`src/gsg_pkg.sv`:
```
`timescale 1ns / 1ps
// ============================================================================
// gsg_pkg: shared definitions of the Gaussian sample generator
// Generator state, its step function, fixed-point constants and link types.
// ============================================================================
package gsg_pkg;

  localparam int SAMPLE_FRAC_BITS_DEF  = 16;
  localparam int UNIFORM_FRAC_BITS_DEF = 32;

  localparam int SAMPLE_W    = 20;
  localparam int CFG_INDEX_W = 2;
  localparam int CFG_DATA_W  = 32;

  localparam logic [CFG_INDEX_W-1:0] CFG_SEED_X = 2'd0;
  localparam logic [CFG_INDEX_W-1:0] CFG_SEED_Y = 2'd1;
  localparam logic [CFG_INDEX_W-1:0] CFG_SEED_Z = 2'd2;
  localparam logic [CFG_INDEX_W-1:0] CFG_SEED_W = 2'd3;

  localparam logic [31:0] SEED_X_RST = 32'd123456789;
  localparam logic [31:0] SEED_Y_RST = 32'd234567891;
  localparam logic [30:0] SEED_Z_RST = 31'd345678912;
  localparam logic [30:0] SEED_W_RST = 31'd456789123;

  localparam logic [31:0] WEYL_STEP = 32'd1411392427;
  localparam logic [31:0] V_SCALE   = 32'd3684067834;
  localparam logic [63:0] V_OFFSET  = 64'd1842033917;
  // ln 2 in Q.26, times four
  localparam logic signed [28:0] LN2_X4 = 29'sd186065280;

  localparam int MAX_TRIES   = 256;
  localparam int TRY_W       = $clog2(MAX_TRIES);
  localparam int QUEUE_DEPTH = 4;
  localparam int QCNT_W      = $clog2(QUEUE_DEPTH + 1);

  // Shared divider: 64-bit dividend, 33-bit divisor, 38 quotient bits
  localparam int DIV_DEND_W = 64;
  localparam int DIV_DSR_W  = 33;
  localparam int DIV_QB     = 38;
  localparam int DIV_CNT_W  = $clog2(DIV_QB + 1);

  localparam logic signed [SAMPLE_W-1:0] OUT_MAX = 20'sd524287;
  localparam logic signed [SAMPLE_W-1:0] OUT_MIN = -20'sd524288;

  typedef struct packed {
    logic [31:0] x;
    logic [31:0] y;
    logic [30:0] z;
    logic [30:0] w;
    logic        c;
  } gen_state_t;

  typedef struct packed {
    logic busy;
    logic done;
  } div_status_t;

  function automatic gen_state_t gen_step(input gen_state_t s);
    gen_state_t  n;
    logic [31:0] y;
    logic [31:0] t;
    y   = s.y;
    y   = y ^ (y << 5);
    y   = y ^ (y >> 7);
    y   = y ^ (y << 22);
    t   = {1'b0, s.z} + {1'b0, s.w} + {31'b0, s.c};
    n.y = y;
    n.z = s.w;
    n.c = t[31];
    n.w = t[30:0];
    n.x = s.x + WEYL_STEP;
    return n;
  endfunction

  function automatic logic [31:0] gen_out(input gen_state_t s);
    return s.x + s.y + {1'b0, s.w};
  endfunction

endpackage

```
`src/gsg_front.sv`:
```
`timescale 1ns / 1ps
// ============================================================================
// gsg_front: request intake
// Accepts request items, drops those that ask for nothing and counts the rest
// in a short pending queue that the back end drains.
// ============================================================================
module gsg_front import gsg_pkg::*; (
  input  logic clk_i,
  input  logic rst_ni,
  input  logic in_valid_i,
  output logic in_ready_o,
  input  logic draw_request_i,
  input  logic pop_i,
  output logic pending_o
);

  logic [QCNT_W-1:0] count_q, count_d;
  logic              push;

  assign in_ready_o = (count_q < QCNT_W'(QUEUE_DEPTH));
  // only a set request bit asks for a sample
  assign push       = in_valid_i && in_ready_o && draw_request_i;
  assign pending_o  = (count_q != '0);

  always_comb begin
    count_d = count_q + QCNT_W'(push) - QCNT_W'(pop_i);
  end

  always_ff @(posedge clk_i or negedge rst_ni) begin
    if (!rst_ni) begin
      count_q <= '0;
    end else begin
      count_q <= count_d;
    end
  end

endmodule

```
`config.mk`:
```
export PLATFORM = sky130hd
export DESIGN_NAME = gsg_front
export DESIGN_NICKNAME = d
export VERILOG_FILES = /design/src/gsg_pkg.sv /design/src/gsg_front.sv
export SDC_FILE = /design/constraint.sdc
export NUM_CORES = 1
export LEC_CHECK = 0
export BUFFER_PORTS_ARGS = -buffer_cell sky130_fd_sc_hd__clkbuf_2
export CAP_MARGIN = 40
export CORE_AREA = 2 2 39 41
export DETAILED_ROUTE_END_ITERATION = 8
export DIE_AREA = 0 0 41 43
export PLACE_DENSITY_LB_ADDON = 0.08
export SLEW_MARGIN = 30
export SYNTH_ARGS = -nofsm -noshare
export SYNTH_HDL_FRONTEND = slang
export SYNTH_SLANG_ARGS = --single-unit
```
`constraint.sdc`:
```
create_clock -name clk_i -period 3.3 [get_ports clk_i]
set_clock_uncertainty 0.05 [all_clocks]
set_input_delay 0.33 -clock clk_i [delete_from_list [all_inputs] [get_ports clk_i]]
set_output_delay 0.33 -clock clk_i [all_outputs]
set_load 0.01 [all_outputs]
```
==> run metrics <==
result of the run=finished clean; Vias=121; Synthesized Nets=21; Initial DRC Count=2; depth of the CTS H-tree=1; library cell used as clock root buffer=sky130_fd_sc_hd__clkbuf_4; flop and latch count out of synthesis=3; maximum buffer depth of the clock tree=2; DIE HEIGHT=43 um; synthesized area=171 um^2; final wirelength=330 um; I/O pin count=7; met3 demand-to-capacity share in global routing=0.0209; worst hold path type=in -> async; number of global-route vias before repair=136; design area=258 um^2; largest registers in the final layout=count_q x3; count of inserted antenna diode cells=0; YS warnings=0; global-route wire length before repair=524 um; flip-flop count of the largest register, all copies and words added=3; DRC violation count after routing=0; Final Setup Violations=0; number of non-filler instances in the completed layout=40; number of nets in the final layout=33; GRT Overall Usage=0.0525; Fin. Hold Viols=0; Peak VDD IR=203 uV; clock insertion delay at the later pin of the skew report=0.23 ns; remaining global-route overflow=0; total number of placement rows=14; Most common cell on crit path=sky130_fd_sc_hd__ha_1; pre-CTS worst setup slack=1.29 ns; met2 Resource Use GR=0.0656; Slew @ Worst Pin=0.152 ns; max-slew violations=0; kind of critical path=reg -> reg; setup bufs post-CTS=0; final worst hold slack=0.375 ns; worst max-slew margin expressed relative to the limit=0.899; placed instance area=221 um^2; routed vias/inst=3.03; cell-by-cell listing of the critical path=nand3b_1, ha_1, inv_1, ha_1, fa_1, xnor3_1; Cells after Synth=13; mean instance size in the synthesized netlist=13.2 um^2; max_cap viols=0; most used routing layer in global routing=met4; last weighted congestion value of the routability-driven placer=0.542; CP Launch Point=count_q[2]$_DFF_PN0_; setup repair after global routing missed its margin=false; Total Die Area=1760 um^2; Largest stage delay, worst path=0.41 ns; overall power after layout=0.231 mW; Post-CTS Resized=0; number of placed instances, taps included=35; starting utilization of the core area=0.124; area of the core=1380 um^2; TritonCTS clock tree=built; clk sink count=3; data arrival time of the critical path=2.04 ns; final worst path period need=1.99 ns; placed wire-length estimate after detailed placement=275 um; clock-pin transition on the worst setup and hold timing paths=0.04 ns; share of the clock period used by the worst path=0.602; startpoint types=register; number of antenna violations at the first check in global routing=0; register area share after synthesis=0.438; layout cells sized above 1=0.375; worst path required time=3.35 ns; pin count of the biggest net entering global routing=5; Sum Neg Setup Slack=0 ns; nature of the critical path endpoint=register; least setup slack across all paths after layout=1.31 ns; final core occ=0.186; maximum achievable frequency=503 MHz; total iterations of the first detailed-routing run=4; area growth from synthesis to layout=50.4%; standby leakage power=0.140 nW; register ranked first by flip-flop count=count_q; number of buffers created by CTS=3; chip width=41 um; WL/cell=8.25 um; number of distinct library cell variants in the gate-level netlist after synthesis=7; largest fanout on the critical path=4; Reg-to-Reg Start=count_q[2]$_DFF_PN0_; Port Buffers=6; met1 global-route usage=0.0490; post-route antenna net violation count=0; total power divided by cell area=897 nW/um^2; slowest cell on the critical path=sky130_fd_sc_hd__dfrtp_1
-- critical path: cells and delay by family (launching register included) --
kind	cells	cell delay [ns]
xor+xnor	1	0.35
flops	1	0.41
simple gates	1	0.18
fa+ha+maj	3	0.83
buf+inv	1	0.04
-- what timing repair did --
item / 4_1_cts / 5_1_grt
hold endpoints to repair: 3 / 0
setup endpoints to repair: 0 / 0
hold buffers: 1 / 0
-- power by group --
| part | leakage, nW | total, mW | switching (mW) | internal, mW |
|---|---|---|---|---|
| logic | 0.0904 | 0.0938 | 0.0365 | 0.0573 |
| registers | 0.0350 | 0.0746 | 0.0162 | 0.0584 |
| clock network | 0.0150 | 0.0628 | 0.0175 | 0.0452 |
| total | 0.140 | 0.231 | 0.0702 | 0.161 |
-- routing by layer --
layer  share of wire  vias up  routed length, um
met5               0        -                  0
met4               0        0                  0
met3            0.16        0                 53
met2            0.48        7                158
met1            0.36       53                119
li1                -       61                  -
-- path summary, 6_finish.rpt --
path	depth (start not counted)	end	slack, ns
min reg2reg	1	count_q[0]$_DFF_PN0_	0.45
max	6	count_q[2]$_DFF_PN0_	1.31
min in group clk_i	1	count_q[0]$_DFF_PN0_	0.45
min	2	count_q[0]$_DFF_PN0_	0.37
max in group asynchronous	2	count_q[2]$_DFF_PN0_	2.72
max reg2reg	6	count_q[2]$_DFF_PN0_	1.31
-- cell families (layout without fill, tap and decap cells) --
family | after synthesis | after routing | synth area share
buffers and inverters | 4 | 15 | 0.0876
xor gates and xnor gates | 1 | 1 | 0.131
adders and majority gates | 3 | 3 | 0.263
DFF | 3 | 3 | 0.438
and+or+nand+nor | 2 | 2 | 0.0803
-- layout make-up --
class                           instances  area (um^2)
Multi-Input combinational cell          6         81.3
Clock buffer                            4         26.3
Inverter                                4         15.0
Sequential cell                         3         75.1
Fill cell                             152         1130
Timing Repair Buffer                    7         40.0
Tap cell                               16         20.0
-- layout by cell type, fill, tap and decap left out, drive strengths merged --
| cell type | n |
|---|---|
| clkbuf | 10 |
| dfrtp | 3 |
| nand3b | 1 |
| dlygate4sd3 | 1 |
| or3 | 1 |
| ha | 2 |
| xnor3 | 1 |
| fa | 1 |
| inv | 4 |
-- synth_stat cells --
cell                       instances  share of area
sky130_fd_sc_hd__ha_1              2           0.15
sky130_fd_sc_hd__dfrtp_1           3           0.44
sky130_fd_sc_hd__nand3b_1          1          0.044
sky130_fd_sc_hd__xnor3_1           1           0.13
sky130_fd_sc_hd__or3_1             1          0.037
sky130_fd_sc_hd__inv_1             4          0.088
sky130_fd_sc_hd__fa_1              1           0.12
Note: power is estimated with default switching activity, not from simulation.
